--- config.mk ---
export PLATFORM = sky130hd
export DESIGN_NAME = ordered_record_list
export DESIGN_NICKNAME = d
export VERILOG_FILES = /design/src/sv/orl_pkg.sv /design/src/sv/ordered_record_list.sv /design/src/sv/orl_ram.sv /design/src/sv/orl_div.sv /design/src/sv/orl_dp.sv /design/src/sv/orl_ctrl.sv
export SDC_FILE = /design/constraint.sdc
export NUM_CORES = 1
export LEC_CHECK = 0
export BUFFER_PORTS_ARGS = -buffer_cell sky130_fd_sc_hd__buf_2
export CAP_MARGIN = 5
export CORE_MARGIN = 2
export CORE_UTILIZATION = 30
export DETAILED_ROUTE_END_ITERATION = 7
export GPL_TIMING_DRIVEN = 0
export PLACE_DENSITY = 0.5
export SYNTH_ARGS = -nofsm -noshare
export SYNTH_HDL_FRONTEND = slang
export SYNTH_SLANG_ARGS = --single-unit
--- constraint.sdc ---
create_clock -name clk -period 4.33 [get_ports clk]
set_clock_uncertainty 0.05 [all_clocks]
set_input_delay 0.2165 -clock clk [delete_from_list [all_inputs] [get_ports clk]]
set_output_delay 0.2165 -clock clk [all_outputs]
set_load 0.005 [all_outputs]
--- src/sv/orl_pkg.sv ---
// ----------------------------------------------------------------------------
// orl_pkg
// Shared sizes, codes, types and the command/status bundles that join the
// controller and the datapath of the ordered record list.
// ----------------------------------------------------------------------------
package orl_pkg;

    localparam int DEPTH   = 16;
    localparam int IDX_W   = $clog2(DEPTH);
    localparam int CNT_W   = $clog2(DEPTH + 1);
    localparam int OP_W    = 2;
    localparam int POS_W   = 8;
    localparam int ID_W    = 16;
    localparam int MARK_W  = 12;
    localparam int TOTAL_W = 16;
    localparam int STAT_W  = 2;
    localparam int COUNT_W = 5;
    localparam int AVG_W   = 12;
    localparam int REC_W   = ID_W + MARK_W;
    localparam int CMP_W   = ((POS_W > CNT_W) ? POS_W : CNT_W) + 1;
    localparam int STEP_W  = $clog2(TOTAL_W);

    typedef logic [IDX_W-1:0]   idx_t;
    typedef logic [CNT_W-1:0]   cnt_t;
    typedef logic [OP_W-1:0]    op_t;
    typedef logic [POS_W-1:0]   pos_t;
    typedef logic [ID_W-1:0]    id_t;
    typedef logic [MARK_W-1:0]  mark_t;
    typedef logic [TOTAL_W-1:0] total_t;
    typedef logic [STAT_W-1:0]  status_t;
    typedef logic [COUNT_W-1:0] count_port_t;
    typedef logic [AVG_W-1:0]   avg_t;
    typedef logic [REC_W-1:0]   rec_t;
    typedef logic [CMP_W-1:0]   cmp_t;
    typedef logic [STEP_W-1:0]  step_t;

    localparam op_t OP_INS_FRONT = 2'd0;
    localparam op_t OP_INS_POS   = 2'd1;
    localparam op_t OP_DEL_LAST  = 2'd2;
    localparam op_t OP_QUERY     = 2'd3;

    localparam status_t ST_OK     = 2'd0;
    localparam status_t ST_BADPOS = 2'd1;
    localparam status_t ST_EMPTY  = 2'd2;
    localparam status_t ST_FULL   = 2'd3;

    // Commands from the controller to the datapath.
    typedef struct packed {
        logic accept;
        logic eval;
        logic load_ptr;
        logic shift_rd;
        logic place;
        logic del_rd;
        logic del_upd;
        logic div_start;
        logic emit;
    } cmd_t;

    // Status from the datapath to the controller.
    typedef struct packed {
        logic ins_ok;
        logic del_ok;
        logic ptr_above;
        logic div_done;
        logic out_free;
    } stat_t;

endpackage

--- src/sv/ordered_record_list.sv ---
// ----------------------------------------------------------------------------
// ordered_record_list
// Ordered list of up to 16 records (id and mark) with a running mark total;
// every item returns a status, the record count and the truncated mean mark.
// ----------------------------------------------------------------------------
// Usage:
// The input channel (in_valid, in_stall) carries one operation per item:
// insert at the front, insert at a 1-based position, delete the last record
// or query. The output channel (out_valid, out_stall) returns one result item
// for each input item, in order.
// One item is worked on at a time. An insert moves each record behind its
// slot one place back, one record per cycle through the single read port of
// the record store, before it places the new record; every item then runs
// the mean divider before its result is handed over.
// The result sits in an output register, so the next item can be accepted
// while a result still waits. If the receiver stalls, the finished item
// after that waits in the controller and in_stall stays high.
// Reset empties the list and clears the total; no clearing pass is needed,
// since only records below the count are ever read.
// ----------------------------------------------------------------------------
module ordered_record_list (
    input  logic                 clk,
    input  logic                 rst_n,
    input  logic                 in_valid,
    output logic                 in_stall,
    input  orl_pkg::op_t         operation,
    input  orl_pkg::pos_t        position,
    input  orl_pkg::id_t         entry_id,
    input  orl_pkg::mark_t       entry_marks,
    output logic                 out_valid,
    input  logic                 out_stall,
    output orl_pkg::status_t     status,
    output orl_pkg::count_port_t entry_count,
    output orl_pkg::avg_t        average_marks
);

    orl_pkg::cmd_t  cmd;
    orl_pkg::stat_t stat;

    orl_ctrl u_ctrl (
        .clk      (clk),
        .rst_n    (rst_n),
        .in_valid (in_valid),
        .in_stall (in_stall),
        .stat     (stat),
        .cmd      (cmd)
    );

    orl_dp u_dp (
        .clk           (clk),
        .rst_n         (rst_n),
        .cmd           (cmd),
        .stat          (stat),
        .operation     (operation),
        .position      (position),
        .entry_id      (entry_id),
        .entry_marks   (entry_marks),
        .out_valid     (out_valid),
        .out_stall     (out_stall),
        .status        (status),
        .entry_count   (entry_count),
        .average_marks (average_marks)
    );

endmodule

--- src/sv/orl_ram.sv ---
// ----------------------------------------------------------------------------
// orl_ram
// Generic single write port, single read port RAM with registered read data.
// ----------------------------------------------------------------------------
module orl_ram #(
    parameter int WIDTH = 8,
    parameter int DEPTH = 16
) (
    input  logic                     clk,
    input  logic                     we,
    input  logic [$clog2(DEPTH)-1:0] waddr,
    input  logic [WIDTH-1:0]         wdata,
    input  logic [$clog2(DEPTH)-1:0] raddr,
    output logic [WIDTH-1:0]         rdata
);

    logic [WIDTH-1:0] mem [DEPTH];

    always_ff @(posedge clk)
    begin
        if (we)
        begin
            mem[waddr] <= wdata;
        end
        rdata <= mem[raddr];
    end

endmodule

--- src/sv/orl_div.sv ---
// ----------------------------------------------------------------------------
// orl_div
// Restoring divider, one quotient bit per cycle, for the mean of the marks.
// ----------------------------------------------------------------------------
module orl_div (
    input  logic            clk,
    input  logic            rst_n,
    input  logic            start,
    input  orl_pkg::total_t dividend,
    input  orl_pkg::cnt_t   divisor,
    output logic            done,
    output orl_pkg::total_t quotient
);

    localparam orl_pkg::step_t LAST_STEP = orl_pkg::step_t'(orl_pkg::TOTAL_W - 1);

    logic                          busy_reg;
    logic                          done_reg;
    orl_pkg::step_t                step_reg;
    orl_pkg::cnt_t                 rem_reg;
    orl_pkg::cnt_t                 rem_next;
    orl_pkg::cnt_t                 dvs_reg;
    orl_pkg::total_t               quo_reg;
    logic [orl_pkg::CNT_W:0]       trial;
    logic [orl_pkg::CNT_W:0]       dvs_ext;
    logic                          qbit;

    assign trial   = {rem_reg, quo_reg[orl_pkg::TOTAL_W-1]};
    assign dvs_ext = {1'b0, dvs_reg};
    assign qbit    = (trial >= dvs_ext);

    // The remainder stays below the divisor, so it fits the count width.
    always_comb
    begin
        if (qbit)
        begin
            rem_next = orl_pkg::cnt_t'(trial - dvs_ext);
        end
        else
        begin
            rem_next = orl_pkg::cnt_t'(trial);
        end
    end

    always_ff @(posedge clk or negedge rst_n)
    begin
        if (!rst_n)
        begin
            busy_reg <= 1'b0;
            done_reg <= 1'b0;
            step_reg <= '0;
        end
        else
        begin
            done_reg <= 1'b0;
            if (start)
            begin
                busy_reg <= 1'b1;
                step_reg <= '0;
            end
            else if (busy_reg)
            begin
                step_reg <= step_reg + 1'b1;
                if (step_reg == LAST_STEP)
                begin
                    busy_reg <= 1'b0;
                    done_reg <= 1'b1;
                end
            end
        end
    end

    always_ff @(posedge clk)
    begin
        if (start)
        begin
            rem_reg <= '0;
            quo_reg <= dividend;
            dvs_reg <= divisor;
        end
        else if (busy_reg)
        begin
            rem_reg <= rem_next;
            quo_reg <= {quo_reg[orl_pkg::TOTAL_W-2:0], qbit};
        end
    end

    assign done     = done_reg;
    assign quotient = quo_reg;

endmodule

--- src/sv/orl_dp.sv ---
// ----------------------------------------------------------------------------
// orl_dp
// Datapath: item registers, record store, count and running total, divider
// and the result register.
// ----------------------------------------------------------------------------
module orl_dp (
    input  logic                 clk,
    input  logic                 rst_n,
    input  orl_pkg::cmd_t        cmd,
    output orl_pkg::stat_t       stat,
    input  orl_pkg::op_t         operation,
    input  orl_pkg::pos_t        position,
    input  orl_pkg::id_t         entry_id,
    input  orl_pkg::mark_t       entry_marks,
    output logic                 out_valid,
    input  logic                 out_stall,
    output orl_pkg::status_t     status,
    output orl_pkg::count_port_t entry_count,
    output orl_pkg::avg_t        average_marks
);

    // Item registers.
    orl_pkg::op_t         op_reg;
    orl_pkg::pos_t        pos_reg;
    orl_pkg::id_t         id_reg;
    orl_pkg::mark_t       mark_reg;

    // List state.
    orl_pkg::cnt_t        count_reg;
    orl_pkg::total_t      total_reg;
    orl_pkg::status_t     status_reg;
    orl_pkg::cnt_t        ptr_reg;
    logic                 pend_reg;
    orl_pkg::idx_t        pend_addr_reg;

    // Result register.
    logic                 out_valid_reg;
    orl_pkg::status_t     out_status_reg;
    orl_pkg::count_port_t out_count_reg;
    orl_pkg::avg_t        out_avg_reg;

    logic                 is_full;
    logic                 is_empty;
    logic                 pos_bad;
    orl_pkg::cnt_t        slot;
    orl_pkg::status_t     status_calc;
    orl_pkg::cnt_t        rd_ptr;
    orl_pkg::idx_t        raddr;
    logic                 we;
    orl_pkg::idx_t        waddr;
    orl_pkg::rec_t        wdata;
    orl_pkg::rec_t        rdata;
    orl_pkg::mark_t       rd_mark;
    logic                 div_done;
    orl_pkg::total_t      quotient;

    assign is_full  = (count_reg == orl_pkg::cnt_t'(orl_pkg::DEPTH));
    assign is_empty = (count_reg == '0);
    assign pos_bad  = (pos_reg == '0) ||
                      (orl_pkg::cmp_t'(pos_reg) > (orl_pkg::cmp_t'(count_reg) + 1'b1));
    assign slot     = (op_reg == orl_pkg::OP_INS_POS) ?
                      orl_pkg::cnt_t'(pos_reg - 1'b1) : '0;

    always_comb
    begin
        unique case (op_reg)
            orl_pkg::OP_INS_FRONT:
                status_calc = is_full ? orl_pkg::ST_FULL : orl_pkg::ST_OK;
            orl_pkg::OP_INS_POS:
                status_calc = pos_bad ? orl_pkg::ST_BADPOS :
                              (is_full ? orl_pkg::ST_FULL : orl_pkg::ST_OK);
            orl_pkg::OP_DEL_LAST:
                status_calc = is_empty ? orl_pkg::ST_EMPTY : orl_pkg::ST_OK;
            default:
                status_calc = is_empty ? orl_pkg::ST_EMPTY : orl_pkg::ST_OK;
        endcase
    end

    assign stat.ins_ok    = (status_calc == orl_pkg::ST_OK) &&
                            ((op_reg == orl_pkg::OP_INS_FRONT) ||
                             (op_reg == orl_pkg::OP_INS_POS));
    assign stat.del_ok    = (op_reg == orl_pkg::OP_DEL_LAST) && !is_empty;
    assign stat.ptr_above = (ptr_reg > slot);
    assign stat.div_done  = div_done;
    assign stat.out_free  = !out_valid_reg || !out_stall;

    // A delete reads the last record; a shift step reads the one below the pointer.
    assign rd_ptr = cmd.del_rd ? count_reg : ptr_reg;
    assign raddr  = orl_pkg::idx_t'(rd_ptr - 1'b1);

    // The record read in one shift step is written one place back in the next
    // cycle. The new record is placed only after the last such write.
    assign we    = pend_reg || cmd.place;
    assign waddr = pend_reg ? pend_addr_reg : orl_pkg::idx_t'(slot);
    assign wdata = pend_reg ? rdata : {id_reg, mark_reg};

    assign rd_mark = rdata[orl_pkg::MARK_W-1:0];

    orl_ram #(
        .WIDTH (orl_pkg::REC_W),
        .DEPTH (orl_pkg::DEPTH)
    ) u_store (
        .clk   (clk),
        .we    (we),
        .waddr (waddr),
        .wdata (wdata),
        .raddr (raddr),
        .rdata (rdata)
    );

    orl_div u_div (
        .clk      (clk),
        .rst_n    (rst_n),
        .start    (cmd.div_start),
        .dividend (total_reg),
        .divisor  (count_reg),
        .done     (div_done),
        .quotient (quotient)
    );

    always_ff @(posedge clk)
    begin
        if (cmd.accept)
        begin
            op_reg   <= operation;
            pos_reg  <= position;
            id_reg   <= entry_id;
            mark_reg <= entry_marks;
        end
        if (cmd.eval)
        begin
            status_reg <= status_calc;
        end
        if (cmd.load_ptr)
        begin
            ptr_reg <= count_reg;
        end
        else if (cmd.shift_rd)
        begin
            ptr_reg <= ptr_reg - 1'b1;
        end
        if (cmd.shift_rd)
        begin
            pend_addr_reg <= orl_pkg::idx_t'(ptr_reg);
        end
        if (cmd.emit)
        begin
            out_status_reg <= status_reg;
            out_count_reg  <= orl_pkg::count_port_t'(count_reg);
            out_avg_reg    <= is_empty ? '0 : orl_pkg::avg_t'(quotient);
        end
    end

    always_ff @(posedge clk or negedge rst_n)
    begin
        if (!rst_n)
        begin
            count_reg     <= '0;
            total_reg     <= '0;
            pend_reg      <= 1'b0;
            out_valid_reg <= 1'b0;
        end
        else
        begin
            pend_reg <= cmd.shift_rd;
            if (cmd.place)
            begin
                count_reg <= count_reg + 1'b1;
                total_reg <= total_reg + orl_pkg::total_t'(mark_reg);
            end
            else if (cmd.del_upd)
            begin
                count_reg <= count_reg - 1'b1;
                total_reg <= total_reg - orl_pkg::total_t'(rd_mark);
            end
            if (cmd.emit)
            begin
                out_valid_reg <= 1'b1;
            end
            else if (!out_stall)
            begin
                out_valid_reg <= 1'b0;
            end
        end
    end

    assign out_valid     = out_valid_reg;
    assign status        = out_status_reg;
    assign entry_count   = out_count_reg;
    assign average_marks = out_avg_reg;

endmodule

--- src/sv/orl_ctrl.sv ---
// ----------------------------------------------------------------------------
// orl_ctrl
// Controller: sequences one item through decode, record shifting, update,
// division and hand-over to the result register.
// ----------------------------------------------------------------------------
module orl_ctrl (
    input  logic           clk,
    input  logic           rst_n,
    input  logic           in_valid,
    output logic           in_stall,
    input  orl_pkg::stat_t stat,
    output orl_pkg::cmd_t  cmd
);

    localparam logic [2:0] S_IDLE   = 3'd0;
    localparam logic [2:0] S_EXEC   = 3'd1;
    localparam logic [2:0] S_SHIFT  = 3'd2;
    localparam logic [2:0] S_PLACE  = 3'd3;
    localparam logic [2:0] S_DELW   = 3'd4;
    localparam logic [2:0] S_DIVGO  = 3'd5;
    localparam logic [2:0] S_DIVRUN = 3'd6;
    localparam logic [2:0] S_OUT    = 3'd7;

    logic [2:0] state_reg;
    logic [2:0] state_next;

    always_comb
    begin
        cmd        = '0;
        state_next = state_reg;
        unique case (state_reg)
            S_IDLE:
            begin
                cmd.accept = in_valid;
                if (in_valid)
                begin
                    state_next = S_EXEC;
                end
            end
            S_EXEC:
            begin
                cmd.eval = 1'b1;
                if (stat.ins_ok)
                begin
                    cmd.load_ptr = 1'b1;
                    state_next   = S_SHIFT;
                end
                else if (stat.del_ok)
                begin
                    cmd.del_rd = 1'b1;
                    state_next = S_DELW;
                end
                else
                begin
                    state_next = S_DIVGO;
                end
            end
            S_SHIFT:
            begin
                if (stat.ptr_above)
                begin
                    cmd.shift_rd = 1'b1;
                end
                else
                begin
                    state_next = S_PLACE;
                end
            end
            S_PLACE:
            begin
                cmd.place  = 1'b1;
                state_next = S_DIVGO;
            end
            S_DELW:
            begin
                cmd.del_upd = 1'b1;
                state_next  = S_DIVGO;
            end
            S_DIVGO:
            begin
                cmd.div_start = 1'b1;
                state_next    = S_DIVRUN;
            end
            S_DIVRUN:
            begin
                if (stat.div_done)
                begin
                    state_next = S_OUT;
                end
            end
            S_OUT:
            begin
                if (stat.out_free)
                begin
                    cmd.emit   = 1'b1;
                    state_next = S_IDLE;
                end
            end
            default:
            begin
                state_next = S_IDLE;
            end
        endcase
    end

    always_ff @(posedge clk or negedge rst_n)
    begin
        if (!rst_n)
        begin
            state_reg <= S_IDLE;
        end
        else
        begin
            state_reg <= state_next;
        end
    end

    assign in_stall = (state_reg != S_IDLE);

endmodule

## After elaboration in Yosys (flattened, before gate mapping)

Memory sizes are Yosys's and may differ from the RTL's. A register that Yosys moved wholly into a read port is not among the register bits.
Index checks and enable logic that the tools add are counted.

| storage, ports and cells | value |
|---|---|
| input port bits | 42 |
| word-level logic and storage cells | 120 |
| register bits after elaboration | 126 |
| memories kept | 1 |
| output and inout port bits | 21 |
| RAM bits | 448 |

| cells by class | value |
|---|---|
| eq/ne operators | 16 |
| mux-type cells | 49 |
| order comparisons | 3 |
| add/sub/neg operators | 10 |
| reduce and logical (&&, ||, !) cells | 20 |

Memories:

| name | words | width | rd ports | clocked after Yosys merged registers in | wr ports | line | source |
|---|---|---|---|---|---|---|---|
| u_dp.u_store.mem | 16 | 28 | 1 | 1 | 1 | orl_ram.sv:17 | `logic [WIDTH-1:0] mem [DEPTH];` |

Operators by type and width:

| kind | count |
|---|---|
| 2-to-1 mux 16 bit | 4 |
| 2-to-1 mux 5 bit | 6 |
| 2-to-1 mux 28 bit | 1 |
| 2-to-1 mux 1 bit | 23 |
| case mux 3 bit (7 select lines) | 1 |
| adder 16 x 12 -> 16 bit | 1 |
| 2-to-1 mux 4 bit | 4 |
| subtractor 16 x 12 -> 16 bit | 1 |
| 2-to-1 mux 3 bit | 5 |
| subtractor 5 x 1 -> 5 bit (second input constant) | 3 |
| == test 3 bit (second input constant) | 4 |
| greater-than comparator 8 x 6 -> 1 bit | 1 |
| zero test 8 bit | 1 |
| 2-to-1 mux 2 bit | 4 |
| adder 5 x 1 -> 6 bit (second input constant) | 1 |
| == test 3 x 2 -> 1 bit (second input constant) | 2 |
| greater-or-equal comparator 6 x 5 -> 1 bit | 1 |
| inequality test 2 bit (second input constant) | 3 |
| nonzero test 2 bit | 3 |
| adder 5 x 1 -> 5 bit (second input constant) | 1 |
| == test 5 bit (second input constant) | 1 |
| greater-than comparator 5 bit | 1 |
| zero test 5 bit | 1 |
| subtractor 5 bit | 1 |
| other kinds (16) | 24 |

## Depth between registers and ports, before layout

Gate-level depths: netlist (run 1).

| depth | value |
|---|---|
| depth in word-level cells | 11 |
| gate-level depth with buffers | 20 |
| depth with buffers taken out | 15 |

## Modules after synthesis

From an unflattened synthesis (run 1), not the netlist that was laid out.

| second synthesis, totals | value |
|---|---|
| cells, all modules | 1361 |
| area, all modules | 24587.3 um^2 |

By module, submodules not included:

| module | times used | sequential area each (um^2) | area each (um^2) | cells an instance |
|---|---|---|---|---|
| orl_ram | 1 | 14013.4 | 17523.1 | 735 |
| orl_dp | 1 | 2617.5 | 5251.3 | 473 |
| orl_div | 1 | 880.8 | 1565.3 | 120 |
| orl_ctrl | 1 | 75.1 | 247.7 | 33 |

## Worst setup path before layout (run 1)

Ideal clock, no wire load.

| timing path | value |
|---|---|
| path type | register to register |
| start point | register u_dp.count_reg[0] |
| end point | register u_dp.u_store.rdata[11] (read register of u_dp.u_store.mem) |
| clock period less this slack | 3.914 ns |
| buffers on the path | 6 |
| setup time | 0.134 ns |
| slack | 0.416 ns |
| required time | 4.146 ns |
| cell stages (with the launch flop) | 17 |
| data arrival time | 3.730 ns |
| cells stage by stage | dfrtp_1 > inv_1 > ha_1 > nor4b_2 > nand4bb_1 > buf_2 > mux2i_4 > inv_2 > buf_6 > buf_2 > buf_2 > ha_1 > xor2_1 > a21oi_2 > buf_2 > buf_2 > mux4_2 |

| on the way | value |
|---|---|
| word-level cells in the longest chain between the ends | 11 |
| elaborated cells between the ends (all ways) | 18 |
| those cells by class | add/sub (2); order compare (1); eq/ne (1); mux (8); reduce/logical (6) |

RTL lines:

| element | line | source |
|---|---|---|
| start, declared | orl_dp.sv:29 | `orl_pkg::cnt_t count_reg;` |
| start signal, assigned | orl_dp.sv:168 | `count_reg <= count_reg + 1'b1;` |
| start signal, assigned | orl_dp.sv:173 | `count_reg <= count_reg - 1'b1;` |
| adder 5 x 1 -> 6 bit | orl_dp.sv:60 | `(orl_pkg::cmp_t'(pos_reg) > (orl_pkg::cmp_t'(count_reg) + 1'b1));` |
| greater-than comparator 8 x 6 -> 1 bit | orl_dp.sv:60 |  |
| logical OR 1 bit | orl_dp.sv:59 | `assign pos_bad = (pos_reg == '0) \|\|` |
| 2-to-1 mux 2 bit | orl_dp.sv:70 | `status_calc = pos_bad ? orl_pkg::ST_BADPOS :` |
| case mux 2 bit (2 select lines) | orl_dp.sv:66 | `unique case (op_reg)` |
| zero test 2 bit | orl_dp.sv:79 | `assign stat.ins_ok = (status_calc == orl_pkg::ST_OK) &&` |
| logical AND 1 bit | orl_dp.sv:79 |  |
| 2-to-1 mux 1 bit | orl_ctrl.sv:43 | `if (stat.ins_ok)` |
| 2-to-1 mux 1 bit | orl_ctrl.sv:31 | `unique case (state_reg)` |
| 2-to-1 mux 4 bit (*) | orl_dp.sv:88 | `assign rd_ptr = cmd.del_rd ? count_reg : ptr_reg;` |
| subtractor 4 x 1 -> 4 bit (*) | orl_dp.sv:89 | `assign raddr = orl_pkg::idx_t'(rd_ptr - 1'b1);` |
| end, declared | orl_ram.sv:14 | `output logic [WIDTH-1:0] rdata` |

Every way passes the cells marked *; elsewhere a longest branch is shown, timed or not.
A chain may end at the register's enable or synchronous reset.

## Worst setup path after layout (run 1)

| timing path | value |
|---|---|
| start point | register u_dp.count_reg[2] |
| end point | register u_dp.u_store.rdata[2] (read register of u_dp.u_store.mem) |

The elaborated chain is that of the path after synthesis.

==> reports/qor.yml, run 1 <==
run_status:
  status: "finished clean"
synth:
  synth_nets: 1201
  syn-cell-area_sq_um: 14000
  synth_cell_types: 61
  synth_seq_cells: 314
  synth_cells: 1114
  synth_edf_count: 265
  synth_warnings: 0
  yosysTopAreaCell: "edfxtp_1"
  async_reset_ff_share_pct: 10.2
  synth_area_leaders: "edfxtp_1, dfrtp_1, nand2_1"
  avgSynthCellArea_sq_um: 12.6
  seq_area_frac_synth_pct: 64.9
  synth_top_area_share_pct: 56.8
  ys.flop_type: "edfxtp_1"
pwr:
  peakVddDrop_mv: 0.357
  power.density_nw_per_um2: 685
  total_power_uw: 11500
  power.leakage_uw: 0.00622
worst_setup_path:
  critPathLaunch: "u_dp.count_reg[2]$_DFFE_PN0P_"
  start_kind: "flop"
  worstReg2RegStart: "u_dp.count_reg[2]$_DFFE_PN0P_"
  crit_required_ns: 4.67
  worst_ep_arrival_time_ns: 4.50
  end_kind: "flop"
  crit_type: "flop to flop"
  critPathMaxFanout: 19
timing:
  tightestPinTransition_ns: 1.33
  fin_crit_sh_pct: 96.0
  slew_viol_final: 0
  fin_crit_ns: 4.16
  hold_ws_ns: 0.156
  rsz0062_at_grt: "false"
  slew_headroom_pct: 10.9
  fin_setup_tns_ns: 0
  setup_violations: 0
  hold_viol_final: 0
  clock.fmax_mhz: 240
layout:
  drive_gt1_share_pct: 16.0
  largest_register_ffs: 192
  layout_commonest_cell: "edfxtp_1"
  synthToLayoutAreaGrowth_pct: 19.9
  nets: 1322
  fin_cells: 1868
  mostFrequentLayoutCells: "edfxtp_1, nand2_1, a21oi_1"
  fillers: 4535
  antennaDiodeCount: 0
clocking:
  cts.sinks: 314
  root_buffer: "clkbuf_16"
  cts_inserted_buffers: 36
  clk_pin_slew_ns: 0.06
  clk_path_buf_depth: 3
  insertion_delay_ns: 0.55
  cts_tree: "yes"
  htree_levels: 2
global_route:
  grt_pass1_vias: 9166
  track_usage_pct: 14.7
  globalRouteOverflowTotal: 0
  antenna_found_initial: 0
  grt_max_degree: 33
  grt_pass1_wl_microns: 54100
placed_design:
  globalplace.congestion: 0.835
  io_buffers: 46
  dp.cells: 1773
  dpl.hpwl_microns: 24400
worst_hold_path:
  hp-start: "in_valid"
  min_path_type: "input pin to flop"
flow_run:
  drv_cap: 0
detailed_routing:
  wl_per_cell_microns: 18.8
  ant_nets: 0
  wl_microns: 35100
  first_pass_iters: 5
  drt-initial-drc-count: 658
  drt_drc_violations_left: 0
  num_vias: 9142
  viasPerCell: 4.89
floorplanning:
  die_h_microns: 220
  fp.dieW_microns: 220
  start_util_pct: 30.2
  io-pin-count: 63
  rows: 79
  die-area_sq_um: 48500
  fp.coreArea_sq_um: 46400
cells by family (layout without fill, tap and decap cells):
logic type	after synthesis	in the layout	synth area share, %
AND/OR/NAND/NOR	371	371	12.0
adder cells (fa/ha/maj)	45	45	4.18
XOR/XNOR	43	43	2.69
AO/OA/AOI/OAI	222	222	10.5
buffers and inverters	85	232	2.56
flip-flops	314	314	64.9
multiplexers	34	34	3.15
cell usage after synthesis (all sizes together) (2+ instances only):
cell type,number
a21o,9
edfxtp,265
ha,42
o21a,7
o22a,11
a211oi,3
nand3b,2
xor2,24
mux4,5
o22ai,2
nor3,9
nor3b,3
inv,25
nand4,3
buf,22
nand2b,8
dfrtp,32
a21oi,82
or2,5
clkbuf,37
mux2,18
o21ai,31
a311oi,46
a31oi,5
mux2i,11
o31ai,3
nor2b,18
o21bai,3
nor4,3
dfxtp,17
nand3,7
o221ai,11
and3,47
fa,3
nor2,60
nand2,201
xnor2,19
critical path, cell delays in order (launching register included):
cell and delay (ns):
dfrtp_1 0.43, buf_2 0.22, nor4b_4 0.31, nand4bb_1 0.18, buf_6 0.16, mux2i_4 0.27
inv_2 0.10, buf_8 0.18, buf_6 0.17, ha_1 0.24, xor2_1 0.17, a21oi_4 0.37
buf_6 0.19, buf_6 0.16, a21oi_1 0.06, a311oi_1 0.32, o22a_1 0.27, o221ai_1 0.17
through the flow:
step,util (%),setup slack [ns],area [sq um]
floorplan,-,0.416,14000
global placement,32.4,-1.69,15000
detailed placement,32.6,-1.67,15100
CTS,36.1,0.0234,16700
global route,36.2,0.0134,16800
finish,36.2,0.172,16800
cell type report:
type / instances / area [sq um] / area share (%)
buffer: 58 / 323 / 1.92
clock buffer: 51 / 1020 / 6.06
clock inverter: 13 / 170 / 1.01
inverter: 26 / 100 / 0.596
multi-input combinational: 715 / 4720 / 28.1
sequential: 314 / 9100 / 54.2
tap: 607 / 759 / 4.52
timing repair buffer: 84 / 612 / 3.64
path summary, 6_finish.rpt:
| kind | end | slack, ns | cells past startpoint |
|---|---|---|---|
| max in group asynchronous | u_dp.count_reg[0]$_DFFE_PN0P_ | 3.48 | 2 |
| min in group asynchronous | u_dp.out_valid$_DFFE_PN0P_ | 0.23 | 2 |
| worst min register to register | u_dp.status[1]$_DFFE_PP_ | 0.37 | 0 |
| worst min-delay path | u_dp.op_reg[1]$_DFFE_PP_ | 0.16 | 3 |
| worst max-delay path | u_dp.u_store.rdata[2]$_DFF_P_ | 0.17 | 17 |
| worst max register to register | u_dp.u_store.rdata[2]$_DFF_P_ | 0.17 | 17 |
metal layers:
metal,GRT usage [%],wire length (microns),vias to the layer above
li1,-,-,4395
met1,19.0,15600,4490
met2,25.2,17100,203
met3,2.09,1380,54
met4,5.08,1010,0
met5,0,0,-
where the power goes:
| group | switching (uW) | internal (uW) | total, uW |
|---|---|---|---|
| Combinational | 2490 | 1710 | 4200 |
| Clock | 1230 | 1830 | 3060 |
| Sequential | 325 | 3910 | 4240 |
what timing repair did:
action,CTS,global route
gates resized for setup,43,18
endpoints found under the hold margin,56,0
setup buffers,5,0
pin swaps,11,7
cloned,1,0
setup endpoints to repair,12,17
hold buffers,24,0
Power figures use the tool's default switching activity.
==> inputs of run 2 (changes only) <==
--- a/config.mk
+++ b/config.mk
@@ -5,13 +5,13 @@
 export SDC_FILE = /design/constraint.sdc
 export NUM_CORES = 1
 export LEC_CHECK = 0
-export BUFFER_PORTS_ARGS = -buffer_cell sky130_fd_sc_hd__buf_2
+export BUFFER_PORTS_ARGS = -buffer_cell sky130_fd_sc_hd__buf_4
 export CAP_MARGIN = 5
 export CORE_MARGIN = 2
-export CORE_UTILIZATION = 30
+export CORE_UTILIZATION = 40
 export DETAILED_ROUTE_END_ITERATION = 7
 export GPL_TIMING_DRIVEN = 0
-export PLACE_DENSITY = 0.5
+export PLACE_DENSITY = 0.55
 export SYNTH_ARGS = -nofsm -noshare
 export SYNTH_HDL_FRONTEND = slang
 export SYNTH_SLANG_ARGS = --single-unit
==> reports/qor.yml, run 2 (synthesis results as in run 1) <==
worst_setup_path:
  critical-path-top-delay-family: "compound AO/OA/AOI/OAI gates"
  r2r_cells: 17  # unchanged
  critPathLaunch: "u_dp.count_reg[0]$_DFFE_PN0P_"
  end_kind: "flop"
  critPathMaxFanout: 19  # unchanged
  worst_ep_arrival_time_ns: 4.49  # about the same
  crit_slowest_cell: "dfrtp_2"
  worstPathCellList: "inv_2, ha_1, nor4b_4, nand4bb_1, buf_6, mux2i_4, inv_2, buf_6, buf_4, ha_1, xor2_1, a21oi_4, clkbuf_4, a21oi_1, a311oi_2, o22a_1, o221ai_1"
  ff2ff_setup_slack_ns: 0.17  # about the same
  rr_endpoint: "u_dp.u_store.rdata[3]$_DFF_P_"
  worstReg2RegStart: "u_dp.count_reg[0]$_DFFE_PN0P_"
  path_buf_inv: 6  # -1
  critPathMaxStageDelay_ns: 0.43  # about the same
  start_kind: "flop"
  crit_required_ns: 4.66  # about the same
  crit_type: "flop to flop"
layout:
  post-route-util_pct: 48.3  # +12 points
  drive_gt1_share_pct: 15.2  # -0.82 points
  synthToLayoutAreaGrowth_pct: 18.9
  largest_register_ffs: 192  # unchanged
  fin_cells: 1718  # -8.0%
  fin_area_sq_um: 16700  # -0.77%
  mostFrequentLayoutCells: "edfxtp_1, nand2_1, a21oi_1"
  nets: 1323  # +0.076%
  antennaDiodeCount: 0  # unchanged
  layout_commonest_cell: "edfxtp_1"
placed_design:
  place_area_sq_um: 15000  # -0.72%
  dpl.hpwl_microns: 23500  # -3.7%
  dp.cells: 1617  # -8.8%
  io_buffers: 46  # unchanged
  place_ws_ns: -1.51  # +0.157 ns
  globalplace.congestion: 0.861  # +3.1%
timing:
  hold_viol_final: 0  # unchanged
  slew_headroom_pct: 10.1  # -0.83 points
  fin_crit_ns: 4.16  # +0.00195 ns
  tightestPinTransition_ns: 1.34  # +0.00836 ns
  fin_ws_ns: 0.170  # -0.00195 ns
  slew_viol_final: 0  # unchanged
  clock.fmax_mhz: 240  # about the same
  setup_violations: 0  # unchanged
  fin_crit_sh_pct: 96.1  # about the same
  fin_setup_tns_ns: 0  # unchanged
detailed_routing:
  ant_nets: 0  # unchanged
  num_vias: 9041  # -1.1%
  first_pass_iters: 5  # unchanged
  wl_microns: 34000  # -3.1%
  drt-initial-drc-count: 669  # +1.7%
  viasPerCell: 5.26  # +7.5%
  drt_drc_violations_left: 0  # unchanged
  wl_per_cell_microns: 19.8  # +5.4%
clocking:
  cts_inserted_buffers: 35  # -2.8%
  clk_pin_slew_ns: 0.06  # about the same
  clk_path_buf_depth: 3  # unchanged
  insertion_delay_ns: 0.54  # about the same
  htree_levels: 2  # unchanged
  cts_tree: "yes"
  cts.sinks: 314  # unchanged
  root_buffer: "clkbuf_16"
run_status:
  status: "finished clean"
floorplanning:
  die_h_microns: 191  # -13%
  io-pin-count: 63  # unchanged
  fp.dieW_microns: 191  # -13%
  start_util_pct: 40.6  # +10 points
  die-area_sq_um: 36600  # -25%
  fp.coreArea_sq_um: 34500  # -25%
  rows: 68  # -14%
global_route:
  grt_pass1_vias: 9178  # +0.13%
  track_usage_pct: 19.1  # +4.5 points
  antenna_found_initial: 1  # +1
  grt_pass1_wl_microns: 53000  # -1.9%
  grt_max_degree: 33  # unchanged
  globalRouteOverflowTotal: 0  # unchanged
pwr:
  clkPwrFrac_pct: 26.0  # -0.6 points
  power.density_nw_per_um2: 683  # -0.24%
  peakVddDrop_mv: 0.372  # +4.2%
  switching_power_uw: 4000  # -1.1%
  p_sw_share_pct: 35.1  # -0.048 points
  internal-power_uw: 7380  # -0.94%
  power.leakage_uw: 0.00623  # +0.23%
  p_seq_share_pct: 37.2  # +0.3 points
  comb_power_share_pct: 36.7  # +0.2 points
worst_hold_path:
  min_path_type: "input pin to asynchronous set/reset pin"
flow_run:
  drv_cap: 0  # unchanged
-- run 2: cell types whose count changed in the layout (fill, tap and decap cells not counted), moves of 5 or more --
cell	delta
a311oi_1	+8
a311oi_2	-13
a311oi_4	+5
buf_2	-48
buf_4	+52
-- run 2: final cells by class --
type | instances | area (sq um)
fill | 3105 | 17900
multi-input combinational | 715 | 4710
tap | 455 | 569
sequential | 314 | 9100
buffer | 58 | 302
clock buffer | 43 | 947
clock inverter | 21 | 199
inverter | 26 | 97.6
timing repair buffer | 86 | 744
-- run 2: layer usage --
| layer | up-vias | track usage [%] | routed length [microns] |
|---|---|---|---|
| li1 | 4395 | - | - |
| met5 | - | 0 | 0 |
| met1 | 4370 | 24.0 | 14600 |
| met2 | 202 | 32.7 | 16500 |
| met3 | 74 | 3.41 | 1650 |
| met4 | 0 | 7.81 | 1280 |
-- run 2: through the flow --
| step | hold slack [ns] | total power [uW] |
|---|---|---|
| 3_3_place_gp | 0.134 | 8230 |
| 6_report | 0.134 | 11400 |
| 5_1_grt | 0.160 | 12100 |
| 2_1_floorplan | -0.129 | 7140 |
| 4_1_cts | 0.120 | 11400 |
| 3_5_place_dp | 0.132 | 8320 |
-- run 2: power by group through the flow --
| stage | clock network [uW] | registers [uW] | logic (uW) |
|---|---|---|---|
| floorplan | 0 | 4200 | 2940 |
| global placement | 0 | 4310 | 3920 |
| detailed placement | 0 | 4320 | 3990 |
| CTS | 3030 | 4250 | 4140 |
| global route | 3150 | 4300 | 4700 |
| finish | 2960 | 4240 | 4180 |
-- run 2: how the worst max path moves through the flow --
stage,cells past startpoint,endpoint
after floorplan,16,u_dp.u_store.rdata[11]$_DFF_P_
after global placement,18,u_dp.u_store.rdata[5]$_DFF_P_
after detailed placement,18,u_dp.u_store.rdata[2]$_DFF_P_
after CTS,18,u_dp.u_store.rdata[8]$_DFF_P_
after global routing,18,u_dp.u_store.rdata[5]$_DFF_P_
final,17,u_dp.u_store.rdata[3]$_DFF_P_
-- run 2: what timing repair did --
action,in CTS,in global routing
buffers inserted,3,4
endpoints found under the hold margin,56,0
resized for setup,32,14
pin swaps,1,2
hold buffers,24,0
endpoints found under the setup margin,12,15
==> inputs of run 3 (changes only) <==
--- a/config.mk
+++ b/config.mk
@@ -8,10 +8,10 @@
 export BUFFER_PORTS_ARGS = -buffer_cell sky130_fd_sc_hd__buf_4
 export CAP_MARGIN = 5
 export CORE_MARGIN = 2
-export CORE_UTILIZATION = 40
+export CORE_UTILIZATION = 60
 export DETAILED_ROUTE_END_ITERATION = 7
 export GPL_TIMING_DRIVEN = 0
-export PLACE_DENSITY = 0.55
+export PLACE_DENSITY = 0.77
 export SYNTH_ARGS = -nofsm -noshare
 export SYNTH_HDL_FRONTEND = slang
 export SYNTH_SLANG_ARGS = --single-unit
==> reports/qor.yml, run 3 (synthesis results as in run 1) <==
worst_setup_path:
  crit_required_ns: 4.68  # +0.02 ns
  end_kind: "flop"
  r2r_cells: 18  # +1
  start_kind: "flop"
  worst_ep_arrival_time_ns: 4.59  # +0.10 ns
  worstReg2RegStart: "u_dp.count_reg[1]$_DFFE_PN0P_"
  rr_endpoint: "u_dp.u_store.rdata[2]$_DFF_P_"
  crit_type: "flop to flop"
  ff2ff_setup_slack_ns: 0.09  # -0.08 ns
  critPathMaxFanout: 19  # unchanged
clocking:
  clk_path_buf_depth: 3  # unchanged
  cts.sinks: 314  # unchanged
  cts_inserted_buffers: 31  # -11%
  root_buffer: "clkbuf_16"
  cts_tree: "yes"
  clk_pin_slew_ns: 0.07  # about the same
  insertion_delay_ns: 0.57  # +0.03 ns
  htree_levels: 1  # -1
timing:
  setup_violations: 0  # unchanged
  clock.fmax_mhz: 236  # -1.9%
  hold_viol_final: 0  # unchanged
  fin_crit_ns: 4.24  # +0.0810 ns
  tightestPinTransition_ns: 1.32  # -0.0201 ns
  slew_headroom_pct: 11.7  # +1.6 points
  fin_setup_tns_ns: 0  # unchanged
  slew_viol_final: 0  # unchanged
  fin_crit_sh_pct: 98.0  # +1.9 points
global_route:
  grt_max_degree: 33  # unchanged
  grt_pass1_wl_microns: 51800  # -2.4%
  grt_pass1_vias: 9392  # +2.3%
  globalRouteOverflowTotal: 0  # unchanged
  antenna_found_initial: 0  # -1
  track_usage_pct: 27.5  # +8.3 points
placed_design:
  io_buffers: 46  # unchanged
  dp.cells: 1475  # -8.8%
  globalplace.congestion: 0.920  # +6.8%
  dpl.hpwl_microns: 21900  # -6.7%
  place_area_sq_um: 14800  # -1.3%
floorplanning:
  fp.dieW_microns: 157  # -18%
  start_util_pct: 61.5  # +21 points
  fp.coreArea_sq_um: 22800  # -34%
  io-pin-count: 63  # unchanged
  rows: 55  # -19%
  die-area_sq_um: 24600  # -33%
  die_h_microns: 157  # -18%
layout:
  antennaDiodeCount: 0  # unchanged
  mostFrequentLayoutCells: "edfxtp_1, nand2_1, a21oi_1"
  post-route-util_pct: 71.9  # +24 points
  fin_area_sq_um: 16400  # -1.7%
  nets: 1313  # -0.76%
  layout_commonest_cell: "edfxtp_1"
  synthToLayoutAreaGrowth_pct: 16.9
  fin_cells: 1564  # -9.0%
  largest_register_ffs: 192  # unchanged
  drive_gt1_share_pct: 15.5  # +0.31 points
detailed_routing:
  wl_microns: 33300  # -2.0%
  ant_nets: 0  # unchanged
  viasPerCell: 6.07  # +15%
  num_vias: 9491  # +5.0%
  wl_per_cell_microns: 21.3  # +7.6%
  drt_drc_violations_left: 0  # unchanged
  drt-initial-drc-count: 1044  # +56%
  first_pass_iters: 8  # +3
pwr:
  power.density_nw_per_um2: 685  # +0.27%
  peakVddDrop_mv: 0.527  # +42%
  power.leakage_uw: 0.00617  # -1.0%
worst_hold_path:
  min_path_type: "input pin to asynchronous set/reset pin"
flow_run:
  drv_cap: 0  # unchanged
run_status:
  status: "finished clean"
==> run 3: cell types whose count changed in the layout (fill, tap and decap cells not counted), sizes merged <==
cell and change:
buf -6, clkinv +3, clkinvlp -1, clkbuf -10, bufinv +2
==> run 3: stage by stage <==
stage	setup slack (ns)	hold slack [ns]	total power, uW
floorplan	0.416	-0.129	7140
global placement	-1.24	0.129	8120
detailed placement	-1.29	0.131	8260
CTS	-0.00190	0.0724	11100
global route	-0.0235	0.0930	11900
finish	0.0886	0.0771	11200
==> run 3: power breakdown <==
group / total (uW) / internal, uW / switching (uW)
clock network: 2760 / 1610 / 1150
registers: 4240 / 3910 / 321
logic: 4230 / 1730 / 2500
==> run 3: metal layers <==
metal  vias to the layer above  share of wire, %  global-route usage (%)
li1                       4349                 -                       -
met1                      4596                39                    36.2
met2                       452                50                    47.2
met3                        94               7.5                    3.60
met4                         0               3.9                    9.74
met5                         -                 0                       0
==> run 3: layout make-up <==
cell class | instances | area, sq um
sequential | 314 | 9100
fill | 1506 | 6390
multi-input combinational | 715 | 4750
clock buffer | 33 | 783
timing repair buffer | 81 | 697
tap | 313 | 392
buffer | 57 | 304
clock inverter | 25 | 264
inverter | 26 | 97.6
==> run 3: worst max-delay path by stage <==
| stage | from | end | slack, ns | cells past startpoint |
|---|---|---|---|---|
| 4_1_cts | u_dp.count_reg[0]$_DFFE_PN0P_ | u_dp.u_store.rdata[6]$_DFF_P_ | -0.002 | 19 |
| 6_report | u_dp.count_reg[1]$_DFFE_PN0P_ | u_dp.u_store.rdata[2]$_DFF_P_ | 0.09 | 18 |
| 5_1_grt | u_dp.count_reg[1]$_DFFE_PN0P_ | u_dp.u_store.rdata[0]$_DFF_P_ | -0.02 | 18 |
| 3_3_place_gp | u_dp.count_reg[0]$_DFFE_PN0P_ | u_dp.u_store.rdata[3]$_DFF_P_ | -1.24 | 19 |
| 2_1_floorplan | u_dp.count_reg[0]$_DFFE_PN0P_ | u_dp.u_store.rdata[11]$_DFF_P_ | 0.42 | 16 |
| 3_5_place_dp | u_dp.count_reg[0]$_DFFE_PN0P_ | u_dp.u_store.rdata[7]$_DFF_P_ | -1.29 | 19 |
==> run 3: critical path, stage by stage (launching register included) <==
cell and delay [ns]:
dfrtp_2 0.43, inv_1 0.13, ha_1 0.19, nor4b_4 0.22
nand4bb_1 0.19, buf_6 0.16, mux2i_4 0.28, inv_2 0.09
buf_6 0.18, buf_6 0.18, ha_1 0.26, nand2b_1 0.17
a21oi_2 0.20, a21oi_4 0.10, buf_4 0.20, buf_4 0.21
a311oi_2 0.35, o22a_1 0.27, o221ai_1 0.17
==> run 3: timing repair <==
item                                    CTS  global route
gates resized for setup                  38            17
endpoints found under the hold margin    62             0
hold buffers                             24             0
setup buffers                             5             0
endpoints found under the setup margin   12            12
pin swaps                                 7             2
gates cloned                              0             1
